`src/design/wildcard_byte_pattern_scanner_assert.svh`:
```
// Assertion macros for the wildcard byte pattern scanner.
// Used by the top level; needs a clk and an rst_n in scope.
`ifndef WILDCARD_BYTE_PATTERN_SCANNER_ASSERT_SVH
`define WILDCARD_BYTE_PATTERN_SCANNER_ASSERT_SVH

`ifndef NO_ASSERTIONS

// property that must hold at every edge out of reset
`define WBPS_ASSERT(lbl, prop, msg) \
    lbl: assert property (@(posedge clk) disable iff (!rst_n) (prop)) else $error(msg);

// condition at one edge, consequence at the next
`define WBPS_ASSERT_NEXT(lbl, pre, post, msg) \
    lbl: assert property (@(posedge clk) disable iff (!rst_n) (pre) |=> (post)) \
        else $error(msg);

`else

`define WBPS_ASSERT(lbl, prop, msg)
`define WBPS_ASSERT_NEXT(lbl, pre, post, msg)

`endif

`endif

```
`src/design/wbps_pkg.sv`:
```
// Shared types and constants for the wildcard byte pattern scanner.
// No dependencies.
`default_nettype none

package wbps_pkg;

    localparam int PATTERN_MAX_DEF = 128;
    localparam int ADDR_W          = 48;
    localparam int COUNT_W         = 16;
    localparam int LEN_W           = 8;
    localparam int IDX_W           = 7;
    localparam int BYTE_W          = 8;
    localparam int CFG_IDX_W       = 1;
    localparam int GROUP           = 16;    // hit bits ANDed per reduce group

    // item actions
    localparam logic [1:0] ACT_LOAD    = 2'd0;
    localparam logic [1:0] ACT_RESTART = 2'd1;
    localparam logic [1:0] ACT_DATA    = 2'd2;

    // config register indexes
    localparam logic [CFG_IDX_W-1:0] CFG_PATTERN_LENGTH = 1'b0;
    localparam logic [CFG_IDX_W-1:0] CFG_SCAN_END       = 1'b1;

    localparam logic [LEN_W-1:0]   LEN_RESET = 8'd1;
    localparam logic [ADDR_W-1:0]  END_RESET = {ADDR_W{1'b1}};
    localparam logic [COUNT_W-1:0] COUNT_MAX = {COUNT_W{1'b1}};

    typedef struct packed {
        logic [1:0]        action;
        logic [IDX_W-1:0]  entry_index;
        logic [BYTE_W-1:0] entry_value;
        logic              entry_wildcard;
        logic [ADDR_W-1:0] region_start;
        logic [BYTE_W-1:0] data_byte;
    } scan_item_t;

    typedef struct packed {
        logic               match_found;
        logic [ADDR_W-1:0]  match_address;
        logic [COUNT_W-1:0] match_total;
        logic               single_match;
    } scan_result_t;

    typedef struct packed {
        logic              wild;
        logic [BYTE_W-1:0] value;
    } pat_entry_t;

    // broadcast to every cell of the row
    typedef struct packed {
        logic       shift;      // accepted data byte enters the window
        logic       rotate;     // pattern row steps one cell toward the end
        pat_entry_t entry;      // pattern entry being loaded
    } cell_ctl_t;

    // travels alongside the hit bits down the pipeline
    typedef struct packed {
        logic              cand;    // in-range data byte with a full window
        logic [ADDR_W-1:0] addr;    // window start address
    } side_t;

endpackage

`default_nettype wire

```
`src/design/wbps_cell.sv`:
```
// One window/pattern cell: holds a window byte, an aligned pattern entry
// and the registered compare result. Uses wbps_pkg.
`default_nettype none

module wbps_cell (
    input  wire logic                        clk,
    input  wire wbps_pkg::cell_ctl_t         ctl,
    input  wire logic                        load_en,
    input  wire logic                        active,
    input  wire logic [wbps_pkg::BYTE_W-1:0] win_in,
    input  wire wbps_pkg::pat_entry_t        pat_in,
    output logic      [wbps_pkg::BYTE_W-1:0] win_out,
    output wbps_pkg::pat_entry_t             pat_out,
    output logic                             hit
);

    logic [wbps_pkg::BYTE_W-1:0] win_reg;
    wbps_pkg::pat_entry_t        pat_reg;
    logic                        hit_reg;
    logic                        hit_next;

    // compare against the byte this cell holds after the shift
    assign hit_next = !active || pat_reg.wild || (win_in == pat_reg.value);

    always_ff @(posedge clk)
    begin
        if (ctl.shift)
        begin
            win_reg <= win_in;
            hit_reg <= hit_next;
        end
        if (load_en)
        begin
            pat_reg <= ctl.entry;
        end
        else if (ctl.rotate)
        begin
            pat_reg <= pat_in;
        end
    end

    assign win_out = win_reg;
    assign pat_out = pat_reg;
    assign hit     = hit_reg;

endmodule

`default_nettype wire

```
`src/design/wbps_reduce.sv`:
```
// Registered first level of the hit AND tree: one bit per group of cells.
// Uses wbps_pkg.
`default_nettype none

module wbps_reduce #(
    parameter int N = wbps_pkg::PATTERN_MAX_DEF
) (
    input  wire logic                  clk,
    input  wire logic                  en,
    input  wire logic [N-1:0]          hits,
    output logic [(N + wbps_pkg::GROUP - 1) / wbps_pkg::GROUP - 1:0] groups
);

    localparam int NG = (N + wbps_pkg::GROUP - 1) / wbps_pkg::GROUP;

    logic [NG-1:0] grp_reg;
    logic [NG-1:0] grp_next;

    for (genvar g = 0; g < NG; g++)
    begin : g_grp
        localparam int LO = g * wbps_pkg::GROUP;
        localparam int HI = ((LO + wbps_pkg::GROUP) < N) ? (LO + wbps_pkg::GROUP - 1) : (N - 1);
        assign grp_next[g] = &hits[HI:LO];
    end

    always_ff @(posedge clk)
    begin
        if (en)
        begin
            grp_reg <= grp_next;
        end
    end

    assign groups = grp_reg;

endmodule

`default_nettype wire

```
`src/design/wildcard_byte_pattern_scanner.sv`:
```
// Top level of the wildcard byte pattern scanner: cell row, AND tree,
// counters and handshakes. Uses wbps_pkg, wbps_cell, wbps_reduce.
//
//  channel  | handshake                | payload
//  ---------+--------------------------+------------------------------
//  item     | item_valid / item_stall  | item   (scan_item_t)
//  result   | result_valid/result_stall| result (scan_result_t)
//  cfg      | cfg_valid / cfg_ready    | cfg_index, cfg_data
//
// One word per cycle in and one result per cycle out while nothing stalls;
// a result passes the registered stages: cell compare, group AND,
// final AND and count. A pattern_length write realigns the pattern row
// one cell per cycle; item_stall is high and cfg_ready low until it is done.
// result_stall on a held result freezes all stages and raises item_stall.
// Reset presets the control state; pattern entries are undefined until loaded.
`default_nettype none
`include "wildcard_byte_pattern_scanner_assert.svh"

module wildcard_byte_pattern_scanner #(
    parameter int PATTERN_MAX = wbps_pkg::PATTERN_MAX_DEF
) (
    input  wire logic                           clk,
    input  wire logic                           rst_n,
    input  wire logic                           item_valid,
    output logic                                item_stall,
    input  wire wbps_pkg::scan_item_t           item,
    output logic                                result_valid,
    input  wire logic                           result_stall,
    output wbps_pkg::scan_result_t              result,
    input  wire logic                           cfg_valid,
    output logic                                cfg_ready,
    input  wire logic [wbps_pkg::CFG_IDX_W-1:0] cfg_index,
    input  wire logic [wbps_pkg::ADDR_W-1:0]    cfg_data
);

    localparam int PW = (PATTERN_MAX > 1) ? $clog2(PATTERN_MAX) : 1;
    localparam int BW = $clog2(PATTERN_MAX + 1);
    localparam int DW = ((PW > wbps_pkg::IDX_W) ? PW : wbps_pkg::IDX_W) + 1;
    localparam int NG = (PATTERN_MAX + wbps_pkg::GROUP - 1) / wbps_pkg::GROUP;
    localparam logic [8:0]    N_LEN   = 9'(PATTERN_MAX);
    localparam logic [PW-1:0] OFF_MAX = PW'(PATTERN_MAX - 1);
    localparam logic [BW-1:0] BIR_MAX = BW'(PATTERN_MAX);
    localparam logic [DW-1:0] N_D     = DW'(PATTERN_MAX);

    // config and scan state
    logic [wbps_pkg::LEN_W-1:0]   plen_reg;
    logic [wbps_pkg::ADDR_W-1:0]  end_reg;
    logic [PW-1:0]                rot_reg, rot_next;
    logic [wbps_pkg::ADDR_W-1:0]  addr_reg, addr_next;
    logic [BW-1:0]                bir_reg, bir_next;
    logic [wbps_pkg::COUNT_W-1:0] cnt_reg, cnt_next;

    // pipeline
    logic                  s1_vld_reg, s2_vld_reg, out_vld_reg;
    wbps_pkg::side_t       side1_reg, side1_next, side2_reg;
    wbps_pkg::scan_result_t result_reg, result_next;
    logic [NG-1:0]         groups;

    logic       adv, rot_busy, item_acc, cfg_acc;
    logic [8:0] eff_len;
    logic [PW-1:0] off_tgt;
    logic       pass, shift, full, load_go, fin_found;
    logic [BW-1:0] bir_inc;
    logic [DW-1:0] pos_d;
    logic [PW-1:0] wr_pos;
    wbps_pkg::cell_ctl_t ctl;

    // effective length: zero acts as one, clipped at the row length
    always_comb
    begin
        if (plen_reg == '0)
            eff_len = 9'd1;
        else if ({1'b0, plen_reg} > N_LEN)
            eff_len = N_LEN;
        else
            eff_len = {1'b0, plen_reg};
        off_tgt = PW'(eff_len - 9'd1);
    end

    assign rot_busy   = (rot_reg != off_tgt);
    assign adv        = !out_vld_reg || !result_stall;
    assign item_stall = rot_busy || !adv;
    assign item_acc   = item_valid && !item_stall;
    assign cfg_ready  = !rot_busy;
    assign cfg_acc    = cfg_valid && cfg_ready;

    assign pass    = (addr_reg < end_reg);
    assign shift   = item_acc && (item.action == wbps_pkg::ACT_DATA) && pass;
    assign bir_inc = (bir_reg == BIR_MAX) ? bir_reg : bir_reg + 1'b1;
    assign full    = (bir_inc > BW'(rot_reg));

    // cell k holds pattern position (offset - k) mod PATTERN_MAX
    always_comb
    begin
        pos_d = DW'(rot_reg) - DW'(item.entry_index);
        if (pos_d[DW-1])
            pos_d = pos_d + N_D;
        wr_pos = pos_d[PW-1:0];
    end

    assign load_go = item_acc && (item.action == wbps_pkg::ACT_LOAD)
                     && (DW'(item.entry_index) < N_D);

    assign ctl.shift        = shift;
    assign ctl.rotate       = rot_busy;
    assign ctl.entry.wild   = item.entry_wildcard;
    assign ctl.entry.value  = item.entry_value;

    assign rot_next = (rot_reg == OFF_MAX) ? '0 : rot_reg + 1'b1;

    // cell row
    logic [wbps_pkg::BYTE_W-1:0] win   [PATTERN_MAX];
    wbps_pkg::pat_entry_t        pat   [PATTERN_MAX];
    logic [PATTERN_MAX-1:0]      hits;

    for (genvar k = 0; k < PATTERN_MAX; k++)
    begin : g_cell
        logic [wbps_pkg::BYTE_W-1:0] w_in;
        wbps_pkg::pat_entry_t        p_in;

        if (k == 0)
        begin : g_head
            assign w_in = item.data_byte;
            assign p_in = pat[PATTERN_MAX-1];
        end
        else
        begin : g_body
            assign w_in = win[k-1];
            assign p_in = pat[k-1];
        end

        wbps_cell u_cell (
            .clk     (clk),
            .ctl     (ctl),
            .load_en (load_go && (wr_pos == PW'(k))),
            .active  (PW'(k) <= rot_reg),
            .win_in  (w_in),
            .pat_in  (p_in),
            .win_out (win[k]),
            .pat_out (pat[k]),
            .hit     (hits[k])
        );
    end

    wbps_reduce #(
        .N (PATTERN_MAX)
    ) u_reduce (
        .clk    (clk),
        .en     (adv),
        .hits   (hits),
        .groups (groups)
    );

    // scan state next values
    always_comb
    begin
        addr_next = addr_reg;
        bir_next  = bir_reg;
        if (item_acc)
        begin
            unique case (item.action)
                wbps_pkg::ACT_RESTART:
                begin
                    addr_next = item.region_start;
                    bir_next  = '0;
                end
                wbps_pkg::ACT_DATA:
                begin
                    if (pass)
                    begin
                        addr_next = addr_reg + 1'b1;
                        bir_next  = bir_inc;
                    end
                end
                default:
                begin
                    addr_next = addr_reg;
                end
            endcase
        end
    end

    always_comb
    begin
        side1_next.cand = shift && full;
        side1_next.addr = (shift && full)
                          ? addr_reg - wbps_pkg::ADDR_W'(rot_reg) : '0;
    end

    // final AND, count and result word
    assign fin_found = side2_reg.cand && (&groups);

    always_comb
    begin
        cnt_next = cnt_reg;
        if (adv && s2_vld_reg && fin_found && (cnt_reg != wbps_pkg::COUNT_MAX))
            cnt_next = cnt_reg + 1'b1;
        result_next.match_found   = fin_found;
        result_next.match_address = fin_found ? side2_reg.addr : '0;
        result_next.match_total   = cnt_next;
        result_next.single_match  = (cnt_next == wbps_pkg::COUNT_W'(1));
    end

    always_ff @(posedge clk or negedge rst_n)
    begin
        if (!rst_n)
        begin
            plen_reg    <= wbps_pkg::LEN_RESET;
            end_reg     <= wbps_pkg::END_RESET;
            rot_reg     <= '0;
            addr_reg    <= '0;
            bir_reg     <= '0;
            cnt_reg     <= '0;
            s1_vld_reg  <= 1'b0;
            s2_vld_reg  <= 1'b0;
            out_vld_reg <= 1'b0;
        end
        else
        begin
            if (cfg_acc)
            begin
                unique case (cfg_index)
                    wbps_pkg::CFG_PATTERN_LENGTH: plen_reg <= cfg_data[wbps_pkg::LEN_W-1:0];
                    wbps_pkg::CFG_SCAN_END:       end_reg  <= cfg_data;
                    default:                      end_reg  <= end_reg;
                endcase
            end
            if (rot_busy)
            begin
                rot_reg <= rot_next;
            end
            addr_reg <= addr_next;
            bir_reg  <= bir_next;
            cnt_reg  <= cnt_next;
            if (adv)
            begin
                s1_vld_reg  <= item_acc;
                s2_vld_reg  <= s1_vld_reg;
                out_vld_reg <= s2_vld_reg;
            end
        end
    end

    always_ff @(posedge clk)
    begin
        if (adv)
        begin
            side1_reg  <= side1_next;
            side2_reg  <= side1_reg;
            result_reg <= result_next;
        end
    end

    assign result_valid = out_vld_reg;
    assign result       = result_reg;

    `WBPS_ASSERT_NEXT(a_rot_hold, item_acc, $stable(rot_reg), "pattern offset moved under an accepted word")
    `WBPS_ASSERT_NEXT(a_cnt_hold, (!adv || !s2_vld_reg || !fin_found), $stable(cnt_reg), "match count moved without a match")
    `WBPS_ASSERT(a_bir_max, bir_reg <= BIR_MAX, "region byte count past the window depth")
    `WBPS_ASSERT(a_found_cnt, (out_vld_reg && result_reg.match_found) |-> (result_reg.match_total != '0), "match reported with zero count")

endmodule

`default_nettype wire

```
`config.mk`:
```
export PLATFORM = sky130hd
export DESIGN_NAME = wildcard_byte_pattern_scanner
export DESIGN_NICKNAME = d
export VERILOG_FILES = /design/src/design/wbps_pkg.sv /design/src/design/wbps_cell.sv /design/src/design/wbps_reduce.sv /design/src/design/wildcard_byte_pattern_scanner.sv
export VERILOG_INCLUDE_DIRS = /design/src /design/src/design
export SDC_FILE = /design/constraint.sdc
export NUM_CORES = 2
export LEC_CHECK = 0
export BUFFER_PORTS_ARGS = -buffer_cell sky130_fd_sc_hd__buf_2
export CORE_MARGIN = 1
export CORE_UTILIZATION = 35
export DETAILED_ROUTE_END_ITERATION = 6
export SYNTH_ARGS = -nofsm -noshare
export SYNTH_HDL_FRONTEND = slang
export SYNTH_SLANG_ARGS = --single-unit
```
`constraint.sdc`:
```
create_clock -name clk -period 42.6 [get_ports clk]
set_input_delay 0 -clock clk [delete_from_list [all_inputs] [get_ports clk]]
set_output_delay 0 -clock clk [all_outputs]
set_load 0.02 [all_outputs]
```
; ---- Yosys cells after proc, flatten, opt, wreduce, memory -nomap -nowiden
; Index checks and enable logic that the tools add are counted.
[classes]
n_div = 0
n_bitwise = 1
n_addsub = 8
muxes = 266
order_cmp = 131
shift = 0
mul = 0
n_reduce_logical = 673
eq_ne = 263
[ops]
columns = cell, count
row1 = $mux 9, 256
row2 = $eq 8x8->1, 128
row3 = $eq 7x7->1 const B, 65
row4 = $le 7x7->1 const A, 64
row5 = $logic_or 1x1->1, 258
row6 = $reduce_bool 2->1, 129
row7 = $eq 7x6->1 const B, 32
row8 = $le 6x7->1 const A, 32
row9 = $logic_and 1x1->1, 138
row10 = $logic_not 1->1, 133
row11 = $reduce_and 16->1, 8
row12 = $eq 7x5->1 const B, 16
row13 = $le 5x7->1 const A, 16
row14 = $pmux 48 s2, 1
row15 = $eq 7x4->1 const B, 8
row16 = $le 4x7->1 const A, 8
row17 = $add 48x1->48 const B, 1
row18 = $lt 48x48->1, 1
row19 = $mux 48, 1
row20 = $sub 48x7->48, 1
row21 = $eq 7x3->1 const B, 4
row22 = $le 3x7->1 const A, 4
row23 = $mux 7, 4
row24 = $add 16x1->16 const B, 1
row25 = other kinds (27), 33
[word_totals]
word_cells = 1871
ram_bits = 0
regBits = 2606
n_memories = 0
romBits = 0
latchBits = 0

; ---- Logic depth before layout (Yosys ltp)
[depth]
depth_word = 11
depth_mapped = 16

; ---- Cells and area by module
; From an unflattened synthesis, not the netlist that was laid out.
[unflattened]
cells_unflattened = 7185
hier_area_um2 = 118643.8
[by_module_without_submodules]
columns = mod, area_per_inst_um2, seq_area_each_um2, cells_per_inst, instances
row1 = wbps_cell, 787.0, 540.5, 41, 128
row2 = wildcard_byte_pattern_scanner, 17366.7, 8439.3, 1889, 1
row3 = wbps_reduce, 540.5, 240.2, 48, 1

; ---- Worst setup path after synthesis
; Ideal clock, no wire load.
[synth_timing]
path_type = register to register
startpoint = register out_vld_reg (netlist: result_valid)
endpoint = register bir_reg[3]
t_required_ns = 42.411
arrival_ns = 37.738
path_stages_with_launch = 9
slack_ns = 4.672
period_less_slack_ns = 37.928
path_buffers = 1
path_cell_list = dfrtp_1 nand2_1 nand4_1 a211oi_1 a21oi_1 a211o_1 clkbuf_1 nor2_2 a221o_1
[synth_via]
elab_chain_cells = 7
[synth_rtl]
columns = item, line
row1 = start: declaration, wildcard_byte_pattern_scanner.sv:54  ; logic s1_vld_reg, s2_vld_reg, out_vld_reg;
row2 = start signal: assignment, wildcard_byte_pattern_scanner.sv:239  ; out_vld_reg <= s2_vld_reg;
row3 = $logic_not 1->1, wildcard_byte_pattern_scanner.sv:81  ; assign adv = !out_vld_reg || !result_stall;
row4 = $logic_or 1x1->1, wildcard_byte_pattern_scanner.sv:81
row5 = $logic_not 1->1, wildcard_byte_pattern_scanner.sv:82  ; assign item_stall = rot_busy || !adv;
row6 = $logic_or 1x1->1, wildcard_byte_pattern_scanner.sv:82
row7 = $logic_not 1->1, wildcard_byte_pattern_scanner.sv:83  ; assign item_acc = item_valid && !item_stall;
row8 = $logic_and 1x1->1, wildcard_byte_pattern_scanner.sv:83
row9 = $reduce_and 3->1 (no line), -
row10 = end signal: assignment, wildcard_byte_pattern_scanner.sv:233  ; bir_reg <= bir_next;
row11 = end: declaration, wildcard_byte_pattern_scanner.sv:50  ; logic [BW-1:0] bir_reg, bir_next;
; Every way passes these cells.
; A chain may end at the register's enable or synchronous reset.

; ---- Worst setup path after layout
[layout_timing]
startpoint = register plen_reg[4] in the netlist's numbering
endpoint = register g_cell[71].u_cell.win_reg, in the netlist g_cell[71].u_cell.win_out[1], enable pin
[layout_via]
elab_chain_cells = 10
word_cells_on_any_way = 11
[layout_rtl]
columns = item, line
row1 = start: declaration, wildcard_byte_pattern_scanner.sv:46  ; logic [wbps_pkg::LEN_W-1:0] plen_reg;
row2 = start signal: assignment, wildcard_byte_pattern_scanner.sv:208  ; plen_reg <= wbps_pkg::LEN_RESET;
row3 = start signal: assignment, wildcard_byte_pattern_scanner.sv:223  ; wbps_pkg::CFG_PATTERN_LENGTH: plen_reg <= cfg_data[wbps_pkg::LEN_W-1:0];
row4 = $gt 8x8->1, wildcard_byte_pattern_scanner.sv:73  ; else if ({1'b0, plen_reg} > N_LEN)
row5 = $mux 7, wildcard_byte_pattern_scanner.sv:73
row6 = $mux 7 (*), wildcard_byte_pattern_scanner.sv:71  ; if (plen_reg == '0)
row7 = $sub 7x1->7 (*), wildcard_byte_pattern_scanner.sv:77  ; off_tgt = PW'(eff_len - 9'd1);
row8 = $ne 7x7->1 (*), wildcard_byte_pattern_scanner.sv:80  ; assign rot_busy = (rot_reg != off_tgt);
row9 = $logic_or 1x1->1 (*), wildcard_byte_pattern_scanner.sv:82
row10 = $logic_not 1->1 (*), wildcard_byte_pattern_scanner.sv:83
row11 = $logic_and 1x1->1 (*), wildcard_byte_pattern_scanner.sv:83
row12 = $logic_and 1x1->1 (*) (2 in series), wildcard_byte_pattern_scanner.sv:88  ; assign shift = item_acc && (item.action == wbps_pkg::ACT_DATA) && pass;
row13 = named net shift, wildcard_byte_pattern_scanner.sv:62  ; logic pass, shift, full, load_go, fin_found;
row14 = end signal: assignment, wbps_cell.sv:29  ; win_reg <= win_in;
row15 = end: declaration, wbps_cell.sv:17  ; logic [wbps_pkg::BYTE_W-1:0] win_reg;
; The timed path passes the listed nets; every way through them passes the cells marked *.

==> out/qor.txt <==
Final layout net count: 7,816
Post-synth top cells: edfxtp_1, mux2_2, xnor2_1
Post-DP HPWL: 203,200 um
Critical Path, Cell by Cell: nor4_4 > a22oi_1 > ha_1 > xnor2_1 > xnor2_1 > a211oi_1 > nand4_1 > or3_2 > nor2_4 > buf_4 > buf_4 > buf_12 > buf_4
Worst Tran Pin Value: 1.352 ns
Non-Filler Instances: 12,160
1st-pass router iterations: 7
Initial Utilization: 35.18%
EDFF count, synth: 2,468
Setup_tns: 0 ns
Fmax: 130.7 MHz
Total gr overflow: 0
Die area: 328,000 um^2
Slew margin rel.: 9.643%
Sequential share of power: 46.3%
CTS H-tree depth: 5
Final Max Slew Viols: 0
Wirelength, routed: 310,300 um
Startpoint types: flip-flop
IO Port Bufs: 196
Hold crit path type: in -> reg
Seq/Total Area, Yosys: 68.09%
Clock transition at path regs: 0.06 ns
Largest net degree at the start of global routing: 163
WL/cell: 25.51 um
Final Cell Area: 131,700 um^2
Via/cell ratio: 5.276
Core Box Area: 324,000 um^2
Grt met2 use: 29.28%
GR Util met1: 25.61%
Clock Sinks: 2,606
Clock power share: 36.7%
GP Congestion: 0.8940
Max IR drop VDD: 48.23 uV
Ratio of cells with drive above 1 in the final layout: 26.72%
DIE WIDTH: 572.7 um
Antenna violations before repair: 17
CTS tree: done
Crit-path max FO: 162
Fin Clk Skew: 0.07448 ns
Most frequent CP cell: buf_4
Top-area cell type share of the netlist area: 65.01%
Gr busiest metal: met2
Tmin final: 7.652 ns
CTS root buf: clkbuf_16
Syn Inst Count: 7,088
First-pass GRT wire length: 455,200 um
Met3 usage: 3.202%
Vias in the first global route: 65,750
PD cells: 50.79 nW/um^2
Total CTS buffers: 284
Asr flop ratio synth: 5.295%
Net switching power: 1947 uW
Synth unique cells: 76
Cell internal pwr: 4741 uW
Synth-to-Final Area Change: 15.53%
GRT Total Usage: 18.49%
Detail Route Antenna Nets: 0
DR DRC count: 175
Final Hold Fails: 0
Syn Nets: 7,294
Max-cap viol count: 0
Synth area leader: edfxtp_1
Crit end category: flip-flop
Critical Path Max Stage Delay: 0.91 ns
WHS Path Cells: 2
RSZ-0062 raised after global routing: no
Setup bufs post-CTS: 0
# rows: 209
Power share of the combinational group: 17.1%
Yosys warning total: 0
Synth Register Bits: 2,606
Fin crit share: 17.96%
DP Area: 120,300 um^2
Initial DRC count: 5,994
Leading post-synthesis cells by cell area: edfxtp_1, mux2_2, xnor2_1, dfrtp_1, xor2_1
Reg2Reg Depth: 13
Status: finished, violations left
Endpoints failing setup: 0
Ys flop type: edfxtp_1
Post-synthesis cell area: 114,000 um^2
Top Ports: 197
Failing checks: design-rule violations
Max reg flops: 1,152
Class of the most critical setup path: reg -> reg
Cells after DPL: 11,430
Final core area utilization: 40.65%
Critical Path RT: 43.06 ns
Post-Syn Area per Cell: 16.08 um^2
Most numerous cell in the Yosys netlist: edfxtp_1
Max clock buf depth: 4
Later-pin clock latency in the skew report: 0.89 ns
Critical path arrival: 8.11 ns
Post-CTS sizing: 0
Leak: 0.03768 uW
Via count: 64,170
Sw Share: 29.11%
Critical Path Slowest Stage Cell: buf_4
Die height: 572.7 um
## cells by family after synthesis
| group | after synthesis | share of synthesized area (%) |
|---|---|---|
| AOI/OAI and AO/OA | 505 | 2.923 |
| xor gates and xnor gates | 1097 | 8.428 |
| adders and majority gates | 78 | 0.8693 |
| buffers and inverters | 373 | 1.338 |
| DFF | 2606 | 68.09 |
| muxes | 1218 | 12.02 |
| and+or+nand+nor | 1211 | 6.325 |
## power by group through the flow
| stage | logic, uW | registers (uW) | clock network [uW] |
|---|---|---|---|
| 3_3_place_gp | 1080 | 3140 | 0 |
| 6_report | 1140 | 3090 | 2450 |
| 5_1_grt | 1210 | 3110 | 2590 |
| 4_1_cts | 1130 | 3090 | 2490 |
| 3_5_place_dp | 1080 | 3140 | 0 |
| 2_1_floorplan | 641 | 3140 | 0 |
## critical path: cells and delay by family, from the launching register on
| family | cells | cell delay (ns) |
|---|---|---|
| AO/OA/AOI/OAI | 2 | 0.42 |
| XOR/XNOR | 2 | 0.32 |
| flip-flops | 1 | 0.47 |
| adder cells (fa/ha/maj) | 1 | 0.33 |
| buffers and inverters | 4 | 3.29 |
| AND/OR/NAND/NOR | 4 | 1.99 |
## path summary, 6_finish.rpt
| check | slack [ns] | start | to |
|---|---|---|---|
| setup / recovery | 34.95 | plen_reg[4] | g_cell[71].u_cell.win_out[1] |
| hold / removal | 0.03 | item[63] | g_cell[57].u_cell.pat_out[6] |
| setup reg to reg | 34.95 | plen_reg[4] | g_cell[71].u_cell.win_out[1] |
| hold reg to reg | 0.40 | side1_reg[48] | side2_reg[48] |
| max in group asynchronous | 41.11 | rst_n | cnt_reg[11] |
| min in group asynchronous | 0.40 | rst_n | end_reg[16] |
## through the flow
| step | setup slack, ns | hold slack [ns] | total power [uW] |
|---|---|---|---|
| final | 34.95 | 0.02662 | 6688 |
| after detailed placement | 34.95 | 0.07020 | 4227 |
| after global routing | 34.48 | 0.04182 | 6902 |
| after floorplan | 4.672 | -0.2956 | 3778 |
| after global placement | 35.01 | 0.05932 | 4218 |
| after CTS | 34.96 | 0.005894 | 6714 |
## per-layer routing
layer,up-vias,wire length (um)
met4,4,11280
met1,33160,136400
met3,497,20220
met5,-,22
li1,28190,-
met2,2331,142300
## placed cells by master, fill, tap and decap left out, drive strengths merged, types with 67 or more instances in the layout
cell type,instances
a21oi,108
buf,298
clkbuf,350
clkinv,110
dfrtp,89
dlygate4sd3,222
edfxtp,2468
ha,76
inv,98
mux2,1210
nand2,240
nand3,177
nand4,276
nor2,200
nor3,67
nor4,78
o21ai,133
xnor2,855
xor2,242
## repair_timing
item / 4_1_cts / 5_1_grt
endpoints found under the hold margin: 401 / 0
endpoints found under the setup margin: 0 / 0
hold buffers: 223 / 0
## area by class of cell
cell class	instances	area, um^2
sequential	2606	77630
timing repair buffer	520	4076
antenna	12	30.03
fill	29000	192300
multi-input combinational	4109	35100
inverter	89	346.6
tap	4325	5411
clock inverter	153	1622
clock buffer	350	7481
Power figures use the tool's default switching activity.
